--- config.mk ---
export PLATFORM = sky130hd
export DESIGN_NAME = sbd_job_queue
export DESIGN_NICKNAME = d
export VERILOG_FILES = /design/src/rtl/sbd_pkg.sv /design/src/rtl/sbd_job_queue.sv
export SDC_FILE = /design/constraint.sdc
export NUM_CORES = 1
export LEC_CHECK = 0
export BUFFER_PORTS_ARGS = -buffer_cell sky130_fd_sc_hd__buf_2
export CAP_MARGIN = 20
export CORE_ASPECT_RATIO = 1.4
export CORE_UTILIZATION = 45
export DETAILED_ROUTE_END_ITERATION = 12
export HOLD_SLACK_MARGIN = 0.06
export PLACE_DENSITY = 0.66
export SKIP_LAST_GASP = 1
export SYNTH_ARGS = -nofsm -noshare
export SYNTH_HDL_FRONTEND = slang
export SYNTH_SLANG_ARGS = --single-unit
--- constraint.sdc ---
create_clock -name clk -period 1.9 [get_ports clk]
set_input_delay 0.57 -clock clk [delete_from_list [all_inputs] [get_ports clk]]
set_output_delay 0.57 -clock clk [all_outputs]
set_load 0.01 [all_outputs]
--- src/rtl/sbd_pkg.sv ---
// ----------------------------------------------------------------------------
// sbd_pkg: shared types and constants of the box-filter downsampler
// Item formats, register indexes, sizing constants and the reciprocal table
// that turns the divide by the block area into a multiply.
// ----------------------------------------------------------------------------
package sbd_pkg;

  // Sizing.
  localparam int MAX_OUT_WIDTH = 2048;
  localparam int MAX_FACTOR    = 8;
  localparam int COL_W         = $clog2(MAX_OUT_WIDTH);
  localparam int SUB_W         = $clog2(MAX_FACTOR);
  localparam int FACTOR_W      = 4;
  localparam int WIDTH_W       = 12;
  localparam int CHAN_W        = 8;
  localparam int SUM_W         = CHAN_W + 2 * SUB_W;

  // Configuration port.
  localparam int CFG_IDX_W  = 2;
  localparam int CFG_DATA_W = 12;
  localparam logic [CFG_IDX_W-1:0] REG_FACTOR = CFG_IDX_W'(0);
  localparam logic [CFG_IDX_W-1:0] REG_WIDTH  = CFG_IDX_W'(1);
  localparam logic [FACTOR_W-1:0]  FACTOR_RESET = FACTOR_W'(1);
  localparam logic [WIDTH_W-1:0]   WIDTH_RESET  = WIDTH_W'(640);

  // Queues.
  localparam int QUEUE_DEPTH = 4;
  localparam int QPTR_W      = $clog2(QUEUE_DEPTH);
  localparam int OUT_DEPTH   = 4;
  localparam int OPTR_W      = $clog2(OUT_DEPTH);

  // Reciprocal multiply: floor(n / (f*f)) == (n * ceil(2^20 / (f*f))) >> 20
  // holds exactly for every n below 2^14 and f up to 8.
  localparam int RECIP_SHIFT = 20;
  localparam int RECIP_W     = RECIP_SHIFT + 1;
  localparam int PROD_W      = SUM_W + RECIP_W;

  typedef struct packed {
    logic [CHAN_W-1:0] chan0;
    logic [CHAN_W-1:0] chan1;
    logic [CHAN_W-1:0] chan2;
  } pix_t;

  typedef struct packed {
    logic [CHAN_W-1:0] avg0;
    logic [CHAN_W-1:0] avg1;
    logic [CHAN_W-1:0] avg2;
  } avg_t;

  typedef struct packed {
    logic [SUM_W-1:0] s0;
    logic [SUM_W-1:0] s1;
    logic [SUM_W-1:0] s2;
  } sums_t;

  // A classified item as it travels from the front to the back.
  typedef struct packed {
    pix_t             pix;
    logic [COL_W-1:0] col;
    logic             clear;  // first subpixel of a block row at this column
    logic             last;   // last subpixel of a block
    logic [SUB_W-1:0] fidx;   // effective factor minus one
  } job_t;

  // Head of the job queue as seen by the back end.
  typedef struct packed {
    logic valid;
    job_t job;
  } job_head_t;

  function automatic logic [RECIP_W-1:0] recip(input logic [SUB_W-1:0] fidx);
    logic [RECIP_W-1:0] r;
    unique case (fidx)
      3'd0: r = RECIP_W'(1048576);
      3'd1: r = RECIP_W'(262144);
      3'd2: r = RECIP_W'(116509);
      3'd3: r = RECIP_W'(65536);
      3'd4: r = RECIP_W'(41944);
      3'd5: r = RECIP_W'(29128);
      3'd6: r = RECIP_W'(21400);
      3'd7: r = RECIP_W'(16384);
    endcase
    return r;
  endfunction

endpackage

--- src/rtl/sbd_job_queue.sv ---
// ----------------------------------------------------------------------------
// sbd_job_queue: short queue of classified items
// Decouples the front end from the accumulate and divide pipeline.
// ----------------------------------------------------------------------------
module sbd_job_queue import sbd_pkg::*; (
  input  logic      clk,
  input  logic      rst,
  input  logic      wr,
  input  job_t      wjob,
  input  logic      rd,
  output logic      full,
  output job_head_t head
);

  job_t               slots [QUEUE_DEPTH];
  logic [QPTR_W-1:0]  wptr;
  logic [QPTR_W-1:0]  rptr;
  logic [QPTR_W:0]    count;

  assign full       = count == (QPTR_W + 1)'(QUEUE_DEPTH);
  assign head.valid = count != '0;
  assign head.job   = slots[rptr];

  always_ff @(posedge clk) begin
    if (wr) begin
      slots[wptr] <= wjob;
    end
  end

  always_ff @(posedge clk) begin
    if (rst) begin
      wptr  <= '0;
      rptr  <= '0;
      count <= '0;
    end else begin
      if (wr) begin
        wptr <= wptr + QPTR_W'(1);
      end
      if (rd) begin
        rptr <= rptr + QPTR_W'(1);
      end
      case ({wr, rd})
        2'b10:   count <= count + (QPTR_W + 1)'(1);
        2'b01:   count <= count - (QPTR_W + 1)'(1);
        default: count <= count;
      endcase
    end
  end

endmodule

== Word level (Yosys, flattened, before mapping) ==
Memory sizes are Yosys's and may differ from the RTL's. A register that Yosys moved wholly into a read port is not among the register bits.
Index checks and enable logic that the tools add are counted.

* $add $sub $neg: 4
* Equality and inequality tests: 3
* Muxes and demuxes: 5
* Reduce and logical (&&, ||, !) cells: 2

{| class="wikitable"
|+ Operators with widths
! cell !! count
|-
| one-hot mux 3 bit (2 select lines) || 1
|-
| adder 2 x 1 -> 2 bit, second input constant || 2
|-
| two-way mux 2 bit || 2
|-
| adder 3 x 1 -> 3 bit, second input constant || 1
|-
| equality test 3 bit, second input constant || 1
|-
| nonzero test 3 bit || 1
|-
| subtractor 3 x 1 -> 3 bit, second input constant || 1
|-
| equality test 2 x 1 -> 1 bit, second input constant || 1
|-
| equality test 2 bit, second input constant || 1
|-
| two-way mux 1 bit || 2
|-
| nonzero test 2 bit || 1
|}

* Flip-flop bits (word level): 7
* Bits in writable memories: 160
* Input bits: 44
* Output and inout bits: 42
* Logic and storage cells: 18
* Memories kept: 1

{| class="wikitable"
|+ Memory list
! memory !! depth !! width !! read ports !! clocked after memory_dff !! wr ports !! RTL line !! source
|-
| slots || 4 || 40 || 1 || 1 || 1 || sbd_job_queue.sv:15 || <nowiki>job_t slots [QUEUE_DEPTH];</nowiki>
|}

== Logic depth before layout (Yosys ltp) ==
Gate-level depths: netlist of run 1.

* Depth in word-level cells: 3
* Gate-level depth with buffers: 6

== Least setup slack after synthesis of run 1 ==
OpenSTA, ideal clock, no wires.

* Path type: input -> register
* Start: input wr
* End: memory slots[0][0] (netlist bit), enable pin
* Setup time: 0.401 ns
* Arrival: 1.542 ns
* Required time: 1.499 ns
* Setup slack: -0.043 ns
* Stages on the path: 1
* Buffers on the path: 0
* Cell sequence: and2_1

* Cells in the longest elaborated chain, start to end: 2

{| class="wikitable"
|+ RTL lines
! item !! RTL line !! source
|-
| from (decl) || sbd_job_queue.sv:8 || <nowiki>input logic wr,</nowiki>
|-
| two-way mux 1 bit || sbd_job_queue.sv:25 || <nowiki>if (wr) begin</nowiki>
|-
| two-way mux 1 bit (implied by the code) || sbd_job_queue.sv:26 || <nowiki>slots[wptr] <= wjob;</nowiki>
|-
| to (decl) || sbd_job_queue.sv:15 ||
|}

Every way passes these cells.

==> impl_metrics.ini, run 1 <==
[status]
outcome = complete, but fails checks
violations = negative setup slack

[place]
io_buffers = 85
place.gp.congestion = 0.694
pre_cts_slack_ps = -102
hpwl_mm = 6.25

[synth]
synth_fp_nets = 302
yosysMostFrequentCell = edfxtp_1
synth.area.top_cells = edfxtp_1, mux4_2, dfxtp_1
yosysTopAreaCell = edfxtp_1
syn-mean-instance-area_sq_um = 24.8
async_flop_share = 0
ys_seq_area_frac = 0.798
synth_top_area_frac = 0.770
synth_common_cells = edfxtp_1, mux4_2, dfxtp_1, nor2_1, ha_1
ys_types = 20
synth-edff-count = 160
ys_ff_latch = 169
ys.flop_type = edfxtp_1
syn_area_sq_um = 6240
syn_inst = 252
yosys_warnings = 0

[detailed_routing]
via_per_inst = 5.08
ant_nets = 0
vias = 2833
finalWirelength_mm = 10.2
wl_per_cell_microns = 18.3
drc = 0
drt-pass1-iter-count = 4
drtIter0Drc = 91

[timing]
tightest_slew_ps = 268
hold_slack_ps = 365
slew_headroom = 0.822
rsz0062_at_grt = yes
timing.fmax_mhz = 447
worst_slack_ps = -339
finalCritPeriodShare = 1.18
slew_violations = 0
period_needed_ps = 2240
skew_ps = 9.84
final-setup-viol-count = 40
finalHoldViolations = 0

[worst_setup_path]
crit_type = reg -> out
cp_max_fo = 13
endpoint_kind = output port
cp.required_ps = 1330
cp_cell_sequence = buf_12 > mux4_2 > buf_2
timing.rr.start = count[0]
worst_r2r_endpoint = count[2]
start_kind = flop
reg2reg_slack_ps = 420
cp.arrival_ps = 1670
slowest_stage = mux4_2
critPathMaxStageDelay_ps = 520
ff2ff_path_depth = 4

[clock_network]
root_buffer = clkbuf_16
post_cts_buffers = 0
cts_tree = done
clk_path_buf_depth = 2
insertion_delay_ps = 410
postCtsHoldBufs = 0
clk_pin_slew_ps = 60
htree_levels = 4
numClockSinks = 169
cts_buffers = 17

[worst_hold_path]
hp-start = wjob[39]
hold_path.class = in -> reg
holdPathEnd = slots[1][39]
hold_depth = 1

[floorplanning]
die_x_microns = 102
placementRows = 50
initial_utilization = 0.464
ios = 86
core_sq_um = 13500
die_h_microns = 141
die_area_sq_um = 14400

[cells_and_area]
fillers = 1029
syn_to_final_growth_pct = 21.8
fin_nets = 411
postLayoutCoreUtil = 0.565
drive_above_1_share = 0.476

[global_route]
antenna_found_initial = 3
grt_max_degree = 41
gr-total-overflow = 0
grt_usage = 0.156
grt_pass1_wl_mm = 15.8
grt_pass1_vias = 3049

[power_and_ir_drop]
vdd_drop_max_mv = 0.503
power_per_cell_area_nw_per_um2 = 1100
power.total_mw = 8.33
leakagePower_nw = 2.59

[run]
drv_cap = 0
## sequential cells by signal, indices dropped and copies added, names as in the netlist, named ones only
register  cells
slots       160
count         3
rptr          2
wptr          2
## repair_timing
item,in CTS,in global routing
setup endpoints to repair,40,41
gates resized for setup,0,2
endpoints found under the hold margin,0,0
## report_power, final
group	switching (mW)	total, mW	leakage, nW	internal, mW
Combinational	0.415	0.840	0.791	0.426
Sequential	0.0564	4.33	1.55	4.27
Clock	1.36	3.17	0.258	1.81
## logic make-up (layout without fill, tap and decap cells)
family | Yosys count | after routing | share of synthesized area
DFF | 169 | 169 | 0.798
xor gates and xnor gates | 5 | 5 | 0.00702
buffers and inverters | 13 | 135 | 0.0202
adders and majority gates | 6 | 6 | 0.0132
muxes | 42 | 42 | 0.147
other | 0 | 2 | 0
AOI/OAI and AO/OA | 2 | 2 | 0.00160
and+or+nand+nor | 15 | 15 | 0.0120
## cell usage in the layout, fill, tap and decap left out, types with 4 or more instances in the layout
| cell type | Yosys | final |
|---|---|---|
| and2_2 | 0 | 4 |
| buf_12 | 4 | 11 |
| buf_2 | 4 | 85 |
| buf_4 | 0 | 4 |
| clkbuf_16 | 0 | 17 |
| clkinvlp_4 | 0 | 5 |
| dfxtp_1 | 9 | 5 |
| edfxtp_1 | 160 | 160 |
| ha_1 | 5 | 5 |
| mux4_2 | 40 | 40 |
| nor2_1 | 7 | 7 |
## per-layer routing
metal	global-route usage	share of wire	routed length [microns]	vias up
met5	0	0.0013	13	-
met4	0.0709	0.011	111	2
met3	0.0493	0.041	413	11
met2	0.274	0.55	5620	69
met1	0.169	0.40	4030	1470
li1	-	-	-	1281
## area by class of cell
type	count	area [sq um]	share of cell area
antenna	2	5.00	0.000658
clock buffer	18	429	0.0565
clock inverter	14	124	0.0163
inverter	3	11.3	0.00148
multi-input combinational	70	1140	0.150
sequential	169	4990	0.657
tap	182	228	0.0300
timing repair buffer	100	676	0.0889
## critical path: cells and delay by family (launching register included)
kind / cells / cell delay [ps]
multiplexers: 1 / 520
flip-flops: 1 / 400
buffers and inverters: 2 / 330
## how the worst max path moves through the flow
stage / end / depth (start not counted) / slack, ps / from
after floorplan: count[2] / 6 / 100 / wr
after global placement: count[2] / 7 / -0.3 / wr
after detailed placement: count[2] / 7 / -100 / wr
after CTS: head[21] / 3 / -380 / flop
after global routing: head[36] / 3 / -420 / flop
final: head[34] / 3 / -340 / flop
## stage by stage
| step | setup TNS (ps) | area (sq um) | std cells |
|---|---|---|---|
| 2_1_floorplan | 0 | 6250 | 252 |
| 3_3_place_gp | -0.332 | 7040 | 524 |
| 3_5_place_dp | -102 | 7040 | 524 |
| 4_1_cts | -14240 | 7590 | 556 |
| 5_1_grt | -15580 | 7600 | 557 |
| 6_report | -12640 | 7600 | 558 |
Note: power is estimated with default switching activity, not from simulation.
==> inputs of run 2 (changes only) <==
--- a/config.mk
+++ b/config.mk
@@ -5,13 +5,13 @@
 export SDC_FILE = /design/constraint.sdc
 export NUM_CORES = 1
 export LEC_CHECK = 0
-export BUFFER_PORTS_ARGS = -buffer_cell sky130_fd_sc_hd__buf_2
 export CAP_MARGIN = 20
 export CORE_ASPECT_RATIO = 1.4
 export CORE_UTILIZATION = 45
 export DETAILED_ROUTE_END_ITERATION = 12
+export DONT_BUFFER_PORTS = 1
 export HOLD_SLACK_MARGIN = 0.06
-export PLACE_DENSITY = 0.66
+export PLACE_DENSITY = 0.61
 export SKIP_LAST_GASP = 1
 export SYNTH_ARGS = -nofsm -noshare
 export SYNTH_HDL_FRONTEND = slang
==> run 2 against run 1 <==
Against the previous run: critical path type unchanged; worst setup slack improved by 110 ps; clock skew barely moved; clock power increased by 8.5%; non-clock buffer count fell by 90; the run still ends with negative setup slack left; count of clock-buffer cells in the layout down 1.
==> impl_metrics.ini, run 2 (same netlist as run 1, synthesis figures left out) <==
[worst_setup_path]
cp_max_fo = 16
endpoint_kind = output port
crit_type = reg -> out
cp.required_ps = 1330
cp.arrival_ps = 1560
start_kind = flop
timing.rr.start = wptr[0]

[detailed_routing]
drc = 0
vias = 2472
ant_nets = 0
via_per_inst = 5.32
drtIter0Drc = 78
finalWirelength_mm = 10.1
drt-pass1-iter-count = 4
wl_per_cell_microns = 21.8

[worst_hold_path]
hold_path.class = in -> reg
hp-start = rst

[power_and_ir_drop]
net-switching-power_mw = 1.76
vdd_drop_max_mv = 0.688
p_int_mw = 6.63
power_per_cell_area_nw_per_um2 = 1170
leakagePower_nw = 2.26
power.total_mw = 8.39
seqPwrFrac = 0.516
switching_share = 0.210
combinationalPowerShare = 0.075
power_frac_clock = 0.410

[clock_network]
post_cts_buffers = 0
htree_levels = 4
cts_buffers = 17
clk_path_buf_depth = 2
insertion_delay_ps = 410
cts_tree = done
root_buffer = clkbuf_16
cts_resized = 1
clk_pin_slew_ps = 60
numClockSinks = 169
postCtsHoldBufs = 0

[place]
dp_cells = 434
hpwl_mm = 6.05
place.gp.congestion = 0.649
io_buffers = 0
pre_cts_slack_ps = 35.7

[global_route]
grt_pass1_vias = 2744
gr-total-overflow = 0
grt_pass1_wl_mm = 15.8
grt_usage = 0.157
antenna_found_initial = 0
grt_max_degree = 41

[timing]
skew_ps = 9.65
finalHoldViolations = 0
period_needed_ps = 2130
slew_violations = 0
rsz0062_at_grt = yes
finalCritPeriodShare = 1.12
slew_headroom = 0.747
final-setup-viol-count = 40
tightest_slew_ps = 379
timing.fmax_mhz = 470
worst_slack_ps = -228

[floorplanning]
core_sq_um = 13500
die_h_microns = 141
placementRows = 50
die_area_sq_um = 14400
initial_utilization = 0.464
die_x_microns = 102
ios = 86

[cells_and_area]
largest_reg_flops = 160
top_register = slots
fillers = 1020
n_antenna_cell = 0
postLayoutCoreUtil = 0.532
layout_commonest_cell = edfxtp_1
fin_nets = 321
drive_above_1_share = 0.304
syn_to_final_growth_pct = 14.6
top_regs = slots x160, count x3
layout_common_cells = edfxtp_1, mux4_2, clkbuf_16
instances_no_fill = 465

[run]
drv_cap = 0

[status]
outcome = complete, but fails checks
violations = negative setup slack
[run 2: cell count changes in the layout (fill, tap and decap cells not counted)]
cell	change
clkbuf_1	-1
dfxtp_2	-2
clkinv_4	+2
buf_2	-85
bufinv_16	+2
buf_12	-2
diode_2	-2
clkinv_2	-1
buf_4	-4
buf_6	+1
clkinvlp_4	-3
dfxtp_1	+2
[run 2: metal layers]
| metal | global-route usage | vias up | share of wire |
|---|---|---|---|
| met4 | 0.0618 | 0 | 0.013 |
| met5 | 0 | - | 0 |
| met1 | 0.191 | 1324 | 0.41 |
| met3 | 0.0537 | 9 | 0.048 |
| li1 | - | 1089 | - |
| met2 | 0.256 | 50 | 0.53 |
[run 2: final timing paths]
check,end,cells past startpoint,slack [ps]
hold reg to reg,count[2],2,500
hold / removal,wptr[0],1,220
setup reg to reg,slots[2][4],4,430
setup / recovery,head[8],2,-230
[run 2: area by class of cell]
class | count | area [sq um] | share of cell area
well taps | 182 | 228 | 0.0318
inverters | 3 | 11.3 | 0.00157
clock buffers | 17 | 425 | 0.0594
multi-input cells | 70 | 1140 | 0.159
clock inverters | 14 | 174 | 0.0243
flip-flops and latches | 169 | 4990 | 0.697
repair buffers | 10 | 191 | 0.0267
[run 2: per-stage QoR]
stage	TNS (ps)	hold WS, ps	instance area, sq um
after global routing	-11030	198	7160
after CTS	-10060	201	7160
after global placement	0	477	6550
final	-8450	222	7160
after detailed placement	0	493	6550
after floorplan	0	461	6250
[run 2: power groups by stage]
| stage | logic, mW | clock network, mW | registers, mW |
|---|---|---|---|
| 6_report | 0.628 | 3.44 | 4.32 |
| 5_1_grt | 0.681 | 3.66 | 4.34 |
| 3_3_place_gp | 0.650 | 0 | 4.39 |
| 3_5_place_dp | 0.652 | 0 | 4.41 |
| 4_1_cts | 0.654 | 3.54 | 4.33 |
| 2_1_floorplan | 0.519 | 0 | 4.39 |
[run 2: critical path: stages (launching register included)]
cell and delay, ps:
dfxtp_4 380, buf_12 190, mux4_2 570
