$ cat config.mk
export PLATFORM = sky130hd
export DESIGN_NAME = sbd_front
export DESIGN_NICKNAME = d
export VERILOG_FILES = /design/src/rtl/sbd_pkg.sv /design/src/rtl/sbd_front.sv
export SDC_FILE = /design/constraint.sdc
export NUM_CORES = 1
export LEC_CHECK = 0
export BUFFER_PORTS_ARGS = -buffer_cell sky130_fd_sc_hd__buf_2
export CORE_UTILIZATION = 47
export CTS_CLUSTER_SIZE = 8
export DETAILED_ROUTE_END_ITERATION = 8
export GPL_ROUTABILITY_DRIVEN = 0
export MAX_ROUTING_LAYER = met4
export PLACE_DENSITY = 0.78
export REMOVE_ABC_BUFFERS = 1
export SYNTH_ARGS = -nofsm -noshare
export SYNTH_HDL_FRONTEND = slang
export SYNTH_SLANG_ARGS = --single-unit
$ cat constraint.sdc
create_clock -name clk -period 4.3 [get_ports clk]
set_input_delay 0.43 -clock clk [delete_from_list [all_inputs] [get_ports clk]]
set_output_delay 0.43 -clock clk [all_outputs]
set_load 0.01 [all_outputs]
$ cat src/rtl/sbd_pkg.sv
// ----------------------------------------------------------------------------
// sbd_pkg: shared types and constants of the box-filter downsampler
// Item formats, register indexes, sizing constants and the reciprocal table
// that turns the divide by the block area into a multiply.
// ----------------------------------------------------------------------------
package sbd_pkg;

  // Sizing.
  localparam int MAX_OUT_WIDTH = 2048;
  localparam int MAX_FACTOR    = 8;
  localparam int COL_W         = $clog2(MAX_OUT_WIDTH);
  localparam int SUB_W         = $clog2(MAX_FACTOR);
  localparam int FACTOR_W      = 4;
  localparam int WIDTH_W       = 12;
  localparam int CHAN_W        = 8;
  localparam int SUM_W         = CHAN_W + 2 * SUB_W;

  // Configuration port.
  localparam int CFG_IDX_W  = 2;
  localparam int CFG_DATA_W = 12;
  localparam logic [CFG_IDX_W-1:0] REG_FACTOR = CFG_IDX_W'(0);
  localparam logic [CFG_IDX_W-1:0] REG_WIDTH  = CFG_IDX_W'(1);
  localparam logic [FACTOR_W-1:0]  FACTOR_RESET = FACTOR_W'(1);
  localparam logic [WIDTH_W-1:0]   WIDTH_RESET  = WIDTH_W'(640);

  // Queues.
  localparam int QUEUE_DEPTH = 4;
  localparam int QPTR_W      = $clog2(QUEUE_DEPTH);
  localparam int OUT_DEPTH   = 4;
  localparam int OPTR_W      = $clog2(OUT_DEPTH);

  // Reciprocal multiply: floor(n / (f*f)) == (n * ceil(2^20 / (f*f))) >> 20
  // holds exactly for every n below 2^14 and f up to 8.
  localparam int RECIP_SHIFT = 20;
  localparam int RECIP_W     = RECIP_SHIFT + 1;
  localparam int PROD_W      = SUM_W + RECIP_W;

  typedef struct packed {
    logic [CHAN_W-1:0] chan0;
    logic [CHAN_W-1:0] chan1;
    logic [CHAN_W-1:0] chan2;
  } pix_t;

  typedef struct packed {
    logic [CHAN_W-1:0] avg0;
    logic [CHAN_W-1:0] avg1;
    logic [CHAN_W-1:0] avg2;
  } avg_t;

  typedef struct packed {
    logic [SUM_W-1:0] s0;
    logic [SUM_W-1:0] s1;
    logic [SUM_W-1:0] s2;
  } sums_t;

  // A classified item as it travels from the front to the back.
  typedef struct packed {
    pix_t             pix;
    logic [COL_W-1:0] col;
    logic             clear;  // first subpixel of a block row at this column
    logic             last;   // last subpixel of a block
    logic [SUB_W-1:0] fidx;   // effective factor minus one
  } job_t;

  // Head of the job queue as seen by the back end.
  typedef struct packed {
    logic valid;
    job_t job;
  } job_head_t;

  function automatic logic [RECIP_W-1:0] recip(input logic [SUB_W-1:0] fidx);
    logic [RECIP_W-1:0] r;
    unique case (fidx)
      3'd0: r = RECIP_W'(1048576);
      3'd1: r = RECIP_W'(262144);
      3'd2: r = RECIP_W'(116509);
      3'd3: r = RECIP_W'(65536);
      3'd4: r = RECIP_W'(41944);
      3'd5: r = RECIP_W'(29128);
      3'd6: r = RECIP_W'(21400);
      3'd7: r = RECIP_W'(16384);
    endcase
    return r;
  endfunction

endpackage

$ cat src/rtl/sbd_front.sv
// ----------------------------------------------------------------------------
// sbd_front: configuration registers and raster position tracking
// Accepts pixels, tags each with its column and block flags, and restarts
// the frame position on every write to the factor or width register.
// ----------------------------------------------------------------------------
module sbd_front import sbd_pkg::*; (
  input  logic                  clk,
  input  logic                  rst,
  input  logic                  wr_en,
  input  logic [CFG_IDX_W-1:0]  wr_index,
  input  logic [CFG_DATA_W-1:0] wr_data,
  input  logic                  accept,
  input  pix_t                  pixel,
  output job_t                  job
);

  logic [FACTOR_W-1:0] factor;
  logic [WIDTH_W-1:0]  out_width;
  logic [SUB_W-1:0]    sub_col;
  logic [SUB_W-1:0]    sub_row;
  logic [COL_W-1:0]    out_col;

  logic [FACTOR_W-1:0] f_eff;
  logic [WIDTH_W-1:0]  w_eff;
  logic [COL_W-1:0]    col;
  logic [FACTOR_W-1:0] sub_col_p1;
  logic [FACTOR_W-1:0] sub_row_p1;
  logic [WIDTH_W-1:0]  col_p1;
  logic                block_done;

  always_comb begin
    if (factor == '0) begin
      f_eff = FACTOR_W'(1);
    end else if (factor > FACTOR_W'(MAX_FACTOR)) begin
      f_eff = FACTOR_W'(MAX_FACTOR);
    end else begin
      f_eff = factor;
    end
    if (out_width == '0) begin
      w_eff = WIDTH_W'(1);
    end else if (out_width > WIDTH_W'(MAX_OUT_WIDTH)) begin
      w_eff = WIDTH_W'(MAX_OUT_WIDTH);
    end else begin
      w_eff = out_width;
    end
    col        = (WIDTH_W'(out_col) >= w_eff) ? '0 : out_col;
    sub_col_p1 = FACTOR_W'(sub_col) + FACTOR_W'(1);
    sub_row_p1 = FACTOR_W'(sub_row) + FACTOR_W'(1);
    col_p1     = WIDTH_W'(col) + WIDTH_W'(1);
    block_done = sub_col_p1 >= f_eff;

    job.pix   = pixel;
    job.col   = col;
    job.clear = (sub_row == '0) && (sub_col == '0);
    job.last  = block_done && (sub_row_p1 >= f_eff);
    job.fidx  = SUB_W'(f_eff - FACTOR_W'(1));
  end

  always_ff @(posedge clk) begin
    if (rst) begin
      factor    <= FACTOR_RESET;
      out_width <= WIDTH_RESET;
      sub_col   <= '0;
      sub_row   <= '0;
      out_col   <= '0;
    end else if (wr_en) begin
      unique case (wr_index)
        REG_FACTOR: begin
          factor  <= wr_data[FACTOR_W-1:0];
          sub_col <= '0;
          sub_row <= '0;
          out_col <= '0;
        end
        REG_WIDTH: begin
          out_width <= wr_data[WIDTH_W-1:0];
          sub_col   <= '0;
          sub_row   <= '0;
          out_col   <= '0;
        end
        default: begin
        end
      endcase
    end else if (accept) begin
      if (block_done) begin
        sub_col <= '0;
        if (col_p1 >= w_eff) begin
          out_col <= '0;
          sub_row <= (sub_row_p1 >= f_eff) ? '0 : sub_row_p1[SUB_W-1:0];
        end else begin
          out_col <= col_p1[COL_W-1:0];
        end
      end else begin
        sub_col <= sub_col_p1[SUB_W-1:0];
      end
    end
  end

endmodule

# Yosys cells after proc, flatten, opt, wreduce, memory -nomap -nowiden
# Index checks and enable logic that the tools add are counted.
[totals] word_cells=52 in_bits=42 output_inout_bits=40 reg_bits=33
[classes] n_lt_le_gt_ge=6 n_mux=19 add_sub_neg=4 n_reduce_logical=16 n_eq_ne=2
[ops] operator="two-way mux 11 bit" n=6
[ops] operator="two-way mux 3 bit" n=9
[ops] operator="two-way mux 12 bit" n=2
[ops] operator="adder 11 x 1 -> 12 bit, second input constant" n=1
[ops] operator="greater-or-equal comparator 11 x 12 -> 1 bit" n=1
[ops] operator="greater-or-equal comparator 12 bit" n=1
[ops] operator="> comparator 12 bit, second input constant" n=1
[ops] operator="logical NOT 12 bit" n=1
[ops] operator="adder 3 x 1 -> 4 bit, second input constant" n=2
[ops] operator="greater-or-equal comparator 4 bit" n=2
[ops] operator="two-way mux 4 bit" n=2
[ops] operator="logical NOT 3 bit" n=2
[ops] operator="AND reduction 2 bit" n=3
[ops] operator="nonzero test 2 bit" n=3
[ops] operator="> comparator 4 bit, second input constant" n=1
[ops] operator="logical NOT 4 bit" n=1
[ops] operator="AND reduction 4 bit" n=1
[ops] operator="AND reduction 3 bit" n=1
[ops] operator="subtractor 3 x 1 -> 3 bit, second input constant" n=1
[ops] operator="== test 2 x 1 -> 1 bit, second input constant" n=1
[ops] operator="logical AND 1 bit" n=2
[ops] operator="logical NOT 2 bit" n=1
[ops] operator="!= test 2 bit, second input constant" n=1
[ops] operator="OR reduction 2 bit" n=1

# Logic depth before layout (Yosys ltp)
[depth] depth_word=11 mapped_depth=23 ltp_nobuf=21

# Worst setup path after synthesis
# No wires, ideal clock.
[synth_path] path_type="flip-flop to flip-flop" startpoint="register out_width[11]" endpoint="register sub_row[2]" path_stages_with_launch=23 setup_slack_ps=-417 synth_period_minus_slack_ps=4717 t_arrival_ps=4600 path_buffers=2 cell_sequence="dfxtp_1 inv_1 clkbuf_1 nand2_1 ha_1 a2111oi_2 o21ai_1 a21oi_2 clkbuf_1 and2_1 ha_1 and3_1 nand3_1 nor3_2 xor2_1 and2_1 ha_1 a21oi_2 o211ai_2 a31oi_2 a311oi_2 o21ai_1 a32o_1"
[synth_rtl] item="start: declaration" line="sbd_front.sv:18" rtl="logic [WIDTH_W-1:0] out_width;"
[synth_rtl] item="start signal: assignment" line="sbd_front.sv:75" rtl="out_width <= wr_data[WIDTH_W-1:0];"
[synth_rtl] item="end signal: assignment" line="sbd_front.sv:88" rtl="sub_row <= (sub_row_p1 >= f_eff) ? '0 : sub_row_p1[SUB_W-1:0];"
[synth_rtl] item="end: declaration" line="sbd_front.sv:20" rtl="logic [SUB_W-1:0] sub_row;"

# Worst setup path in the final report
[layout_path] startpoint="register out_width[2]" endpoint="register sub_row[1]"
[layout_between] elab_chain_len=9 word_cells_on_any_way=10
[layout_lines] item="> comparator 12 bit" line="sbd_front.sv:41" rtl="end else if (out_width > WIDTH_W'(MAX_OUT_WIDTH)) begin"
[layout_lines] item="two-way mux 12 bit" line="sbd_front.sv:41"
[layout_lines] item="two-way mux 12 bit *" line="sbd_front.sv:39" rtl="if (out_width == '0) begin"
[layout_lines] item="greater-or-equal comparator 11 x 12 -> 1 bit" line="sbd_front.sv:46" rtl="col = (WIDTH_W'(out_col) >= w_eff) ? '0 : out_col;"
[layout_lines] item="two-way mux 11 bit" line="sbd_front.sv:46"
[layout_lines] item="adder 11 x 1 -> 12 bit" line="sbd_front.sv:49" rtl="col_p1 = WIDTH_W'(col) + WIDTH_W'(1);"
[layout_lines] item="greater-or-equal comparator 12 bit *" line="sbd_front.sv:86" rtl="if (col_p1 >= w_eff) begin"
[layout_lines] item="nonzero test 2 bit (no line) *"
[layout_lines] item="AND reduction 4 bit (no line) *"
# Mark *: on every way between the ends. The rest lies on a longest branch, timed or not.
# A chain may end at the register's enable or synchronous reset.

==> run_results.csv <==
group,metric,value,unit
power,power_leakage,0.00145,uW
min_path,hp-start,"wr_data[7]",
synthesis,yosysWarnings,0,
sta,post-route-period-util,99.0,%
clock_network,ctsHoldBuffers,0,
min_path,min_path_type,"input port to register",
critical_path,crit_chain,"nor4_4 > a31oi_1 > nor2_1 > ha_1 > nor3b_2 > o21ai_1 > a21oi_2 > and2_4 > ha_4 > and3_4 > nand3_4 > buf_6 > nor3_4 > xor2_1 > and2_1 > ha_2 > nand4_1 > o211ai_2 > a31oi_4 > a311oi_4 > buf_4 > mux2i_1 > nor2_1",
global_routing,grt_usage,25.8,%
synthesis,synth.top_cell.area_share,24.1,%
sta,tightest_slew,0.716,ns
critical_path,cp_top_family,"simple AND/OR/NAND/NOR gates",
cells_and_area,nNetsFinal,463,
synthesis,synthTopCellsByArea,"dfxtp_1, ha_1, nand2_1",
sta,fin_skew,0.00767,ns
power,switching_share,29.5,%
synthesis,netlist-cell-type-count,52,
min_path,whs_path_depth,3,
sta,setup_viol,0,
critical_path,cp-end-kind,"register",
job,drv_cap,0,
routing,drc,0,
clock_network,cts_tree,"done",
cells_and_area,final_util,58.5,%
power,pwr-share-comb,21.4,%
routing,wl,7.57,mm
cells_and_area,drive_gt1_share,26.5,%
die,initial_utilization,49.2,%
critical_path,critPathMaxStageDelay,0.38,ns
sta,tns,0,ns
clock_network,path_clk_slew,0.08,ns
sta,drv_slew,0,
critical_path,start_kind,"register",
placement,dpl.hpwl,5.45,mm
global_routing,grt_pass1_wl,12.0,mm
clock_network,root_buffer,"clkbuf_8",
critical_path,slowest_stage,"a311oi_4",
critical_path,rr_endpoint,"sub_row[1]$_SDFFE_PP0P_",
outcome,status,"finished clean",
synthesis,yosysMostFrequentCell,"nand2_1",
synthesis,syn_inst,345,
global_routing,antenna_found_initial,0,
clock_network,clk_latency,0.30,ns
routing,ant_nets,0,
sta,fin_ws,0.0414,ns
critical_path,reg2reg_slack,0.04,ns
placement,placed_area,2930,um2
power,clkPwrFrac,38.2,%
cells_and_area,postLayoutCellArea,3260,um2
cells_and_area,synthToLayoutAreaGrowth,18.9,%
clock_network,clock_sinks,33,
critical_path,critPathRequiredTime,4.47,ns
cells_and_area,diodes,0,
synthesis,async_reset_ff_share,0,%
routing,wl_per_cell,16.6,um
power,ir_worst_vdd,0.124,mV
critical_path,reg2reg_from,"out_width[2]$_SDFFE_PP0P_",
global_routing,grt_start_max_net_pins,30,
die,core_area,5570,um2
critical_path,crit_type,"register to register",
clock_network,clockBufferDepth,2,
critical_path,worstPathArrival,4.43,ns
synthesis,syn-cell-area,2740,um2
synthesis,synth_flop_cell,"dfxtp_1",
synthesis,synth.avg_cell_area,7.95,um2
clock_network,numCtsBuffers,5,
critical_path,path_buf_inv,2,
critical_path,reg2regPathDepth,23,
clock_network,htree_levels,2,
global_routing,overflow,0,
placement,preCtsSetupSlack,-0.182,ns
global_routing,grt_pass1_vias,2530,
sta,fmax,235,MHz
die,num_rows,27,
power,p_int,564,uW
die,die_w,78.4,um
routing,drt_iter0_markers,190,
power,p_per_area,245,nW/um2
power,pwr-share-seq,40.4,%
die,dieArea,6140,um2
die,die_y,78.4,um
die,ios,82,
synthesis,yosysSeqAreaShare,24.1,%
routing,firstDrtPassIters,4,
routing,vias,2638,
synthesis,synth_top_cell_by_area,"dfxtp_1",
sta,rsz0062_at_grt,"true",
critical_path,worstPathMaxFanout,4,
routing,avgViaCountPerCell,5.77,
synthesis,synth-edff-count,0,
placement,port_buffers,33,
synthesis,ys_ff_latch,33,
sta,max-slew-margin-rel,51.9,%
min_path,whs_endpoint,"out_width[7]$_SDFFE_PP1P_",
power,p_sw,236,uW
sta,period_minus_slack,4.26,ns
critical_path,cp_common_cell,"nor2_1",
sta,finalHoldViolations,0,
synthesis,synthTopCellsByCount,"nand2_1, ha_1, dfxtp_1",
[power by group through the flow]
stage	sequential (uW)	clock (uW)	combinational [uW]
after floorplan	327	0	94.3
after global placement	328	0	142
after detailed placement	329	0	146
after CTS	322	309	164
after global routing	324	321	189
final	323	306	171
[how the worst max path moves through the flow]
stage	from	end	slack, ns	cells past startpoint
2_1_floorplan	out_width[11]$_SDFFE_PP0P_	out_col[3]$_SDFFE_PP0P_	-0.66	20
3_3_place_gp	out_width[9]$_SDFFE_PP1P_	sub_row[2]$_SDFFE_PP0P_	0.02	21
3_5_place_dp	out_width[9]$_SDFFE_PP1P_	sub_row[2]$_SDFFE_PP0P_	-0.18	21
4_1_cts	out_width[6]$_SDFFE_PP0P_	sub_row[1]$_SDFFE_PP0P_	0.005	22
5_1_grt	out_width[2]$_SDFFE_PP0P_	sub_row[1]$_SDFFE_PP0P_	-0.24	23
6_report	out_width[2]$_SDFFE_PP0P_	sub_row[1]$_SDFFE_PP0P_	0.04	23
[what timing repair did]
action	CTS	global route
pin swaps	12	16
resized for setup	11	10
buffers inserted	8	2
cloned	1	0
endpoints found under the setup margin	14	14
[placed cells by master, fill, tap and decap left out, types with 2 or more instances in the layout]
cell type,synthesis,layout
nor2b_1,4,4
a32o_1,2,2
nand3_1,8,7
a41oi_1,6,5
o21ai_1,5,5
dfxtp_1,33,32
and2_1,15,12
mux2i_1,8,8
nand4b_1,3,3
buf_2,2,33
and3_1,5,4
and2_4,0,3
a21boi_0,5,5
clkbuf_8,0,5
or3_1,2,2
a21oi_1,21,21
xnor2_1,3,3
nand2b_1,3,3
a21oi_2,2,2
o21ai_0,3,3
a31oi_1,6,6
o22ai_1,6,6
o211ai_1,2,2
inv_1,18,18
nor2_1,19,19
xor2_1,7,7
ha_4,0,2
ha_1,37,34
buf_4,25,31
nand2_1,57,57
nand4_1,5,5
nor3_1,2,2
[area by class of cell]
type / count / area, um2
fillers: 493 / 2310
repair buffers: 65 / 409
well taps: 72 / 90.1
clock buffers: 5 / 68.8
clock inverters: 3 / 46.3
flip-flops and latches: 33 / 662
multi-input cells: 260 / 1910
inverters: 19 / 71.3
[metal layers]
| metal | vias to the layer above | track usage (%) | wire (um) |
|---|---|---|---|
| met5 | - | - | 0 |
| met1 | 1240 | 29.9 | 3290 |
| met2 | 98 | 41.9 | 3640 |
| li1 | 1279 | - | - |
| met3 | 21 | 7.56 | 461 |
| met4 | 0 | 10.0 | 180 |
[state kept, by name, summed over array words and instances (netlist names)]
signal	count
factor	4
sub_row	3
out_col	11
sub_col	3
out_width	12
[through the flow]
| stage | hold slack [ns] | total power [uW] | std cells |
|---|---|---|---|
| after detailed placement | 0.466 | 475 | 438 |
| after floorplan | 0.430 | 421 | 311 |
| final | 0.362 | 800 | 457 |
| after global placement | 0.458 | 470 | 438 |
| after global routing | 0.376 | 834 | 457 |
| after CTS | 0.360 | 795 | 455 |
[cells by family after synthesis]
family | share of synthesized area [%]
and+or+nand+nor | 24.4
AOI/OAI and AO/OA | 17.5
muxes | 2.92
adders and majority gates | 16.9
DFF | 24.1
buffers and inverters | 11.0
xor gates and xnor gates | 3.19
[worst register-to-register path, stage by stage, from the launching register on]
cell	delay, ns
dfxtp_2	0.34
nor4_4	0.27
a31oi_1	0.11
nor2_1	0.16
ha_1	0.27
nor3b_2	0.15
o21ai_1	0.08
a21oi_2	0.22
and2_4	0.20
ha_4	0.13
and3_4	0.20
nand3_4	0.08
buf_6	0.13
nor3_4	0.20
xor2_1	0.17
and2_1	0.15
ha_2	0.16
nand4_1	0.09
o211ai_2	0.15
a31oi_4	0.09
a311oi_4	0.38
buf_4	0.18
mux2i_1	0.16
nor2_1	0.05
No activity file was read; power rests on OpenSTA's default activity.
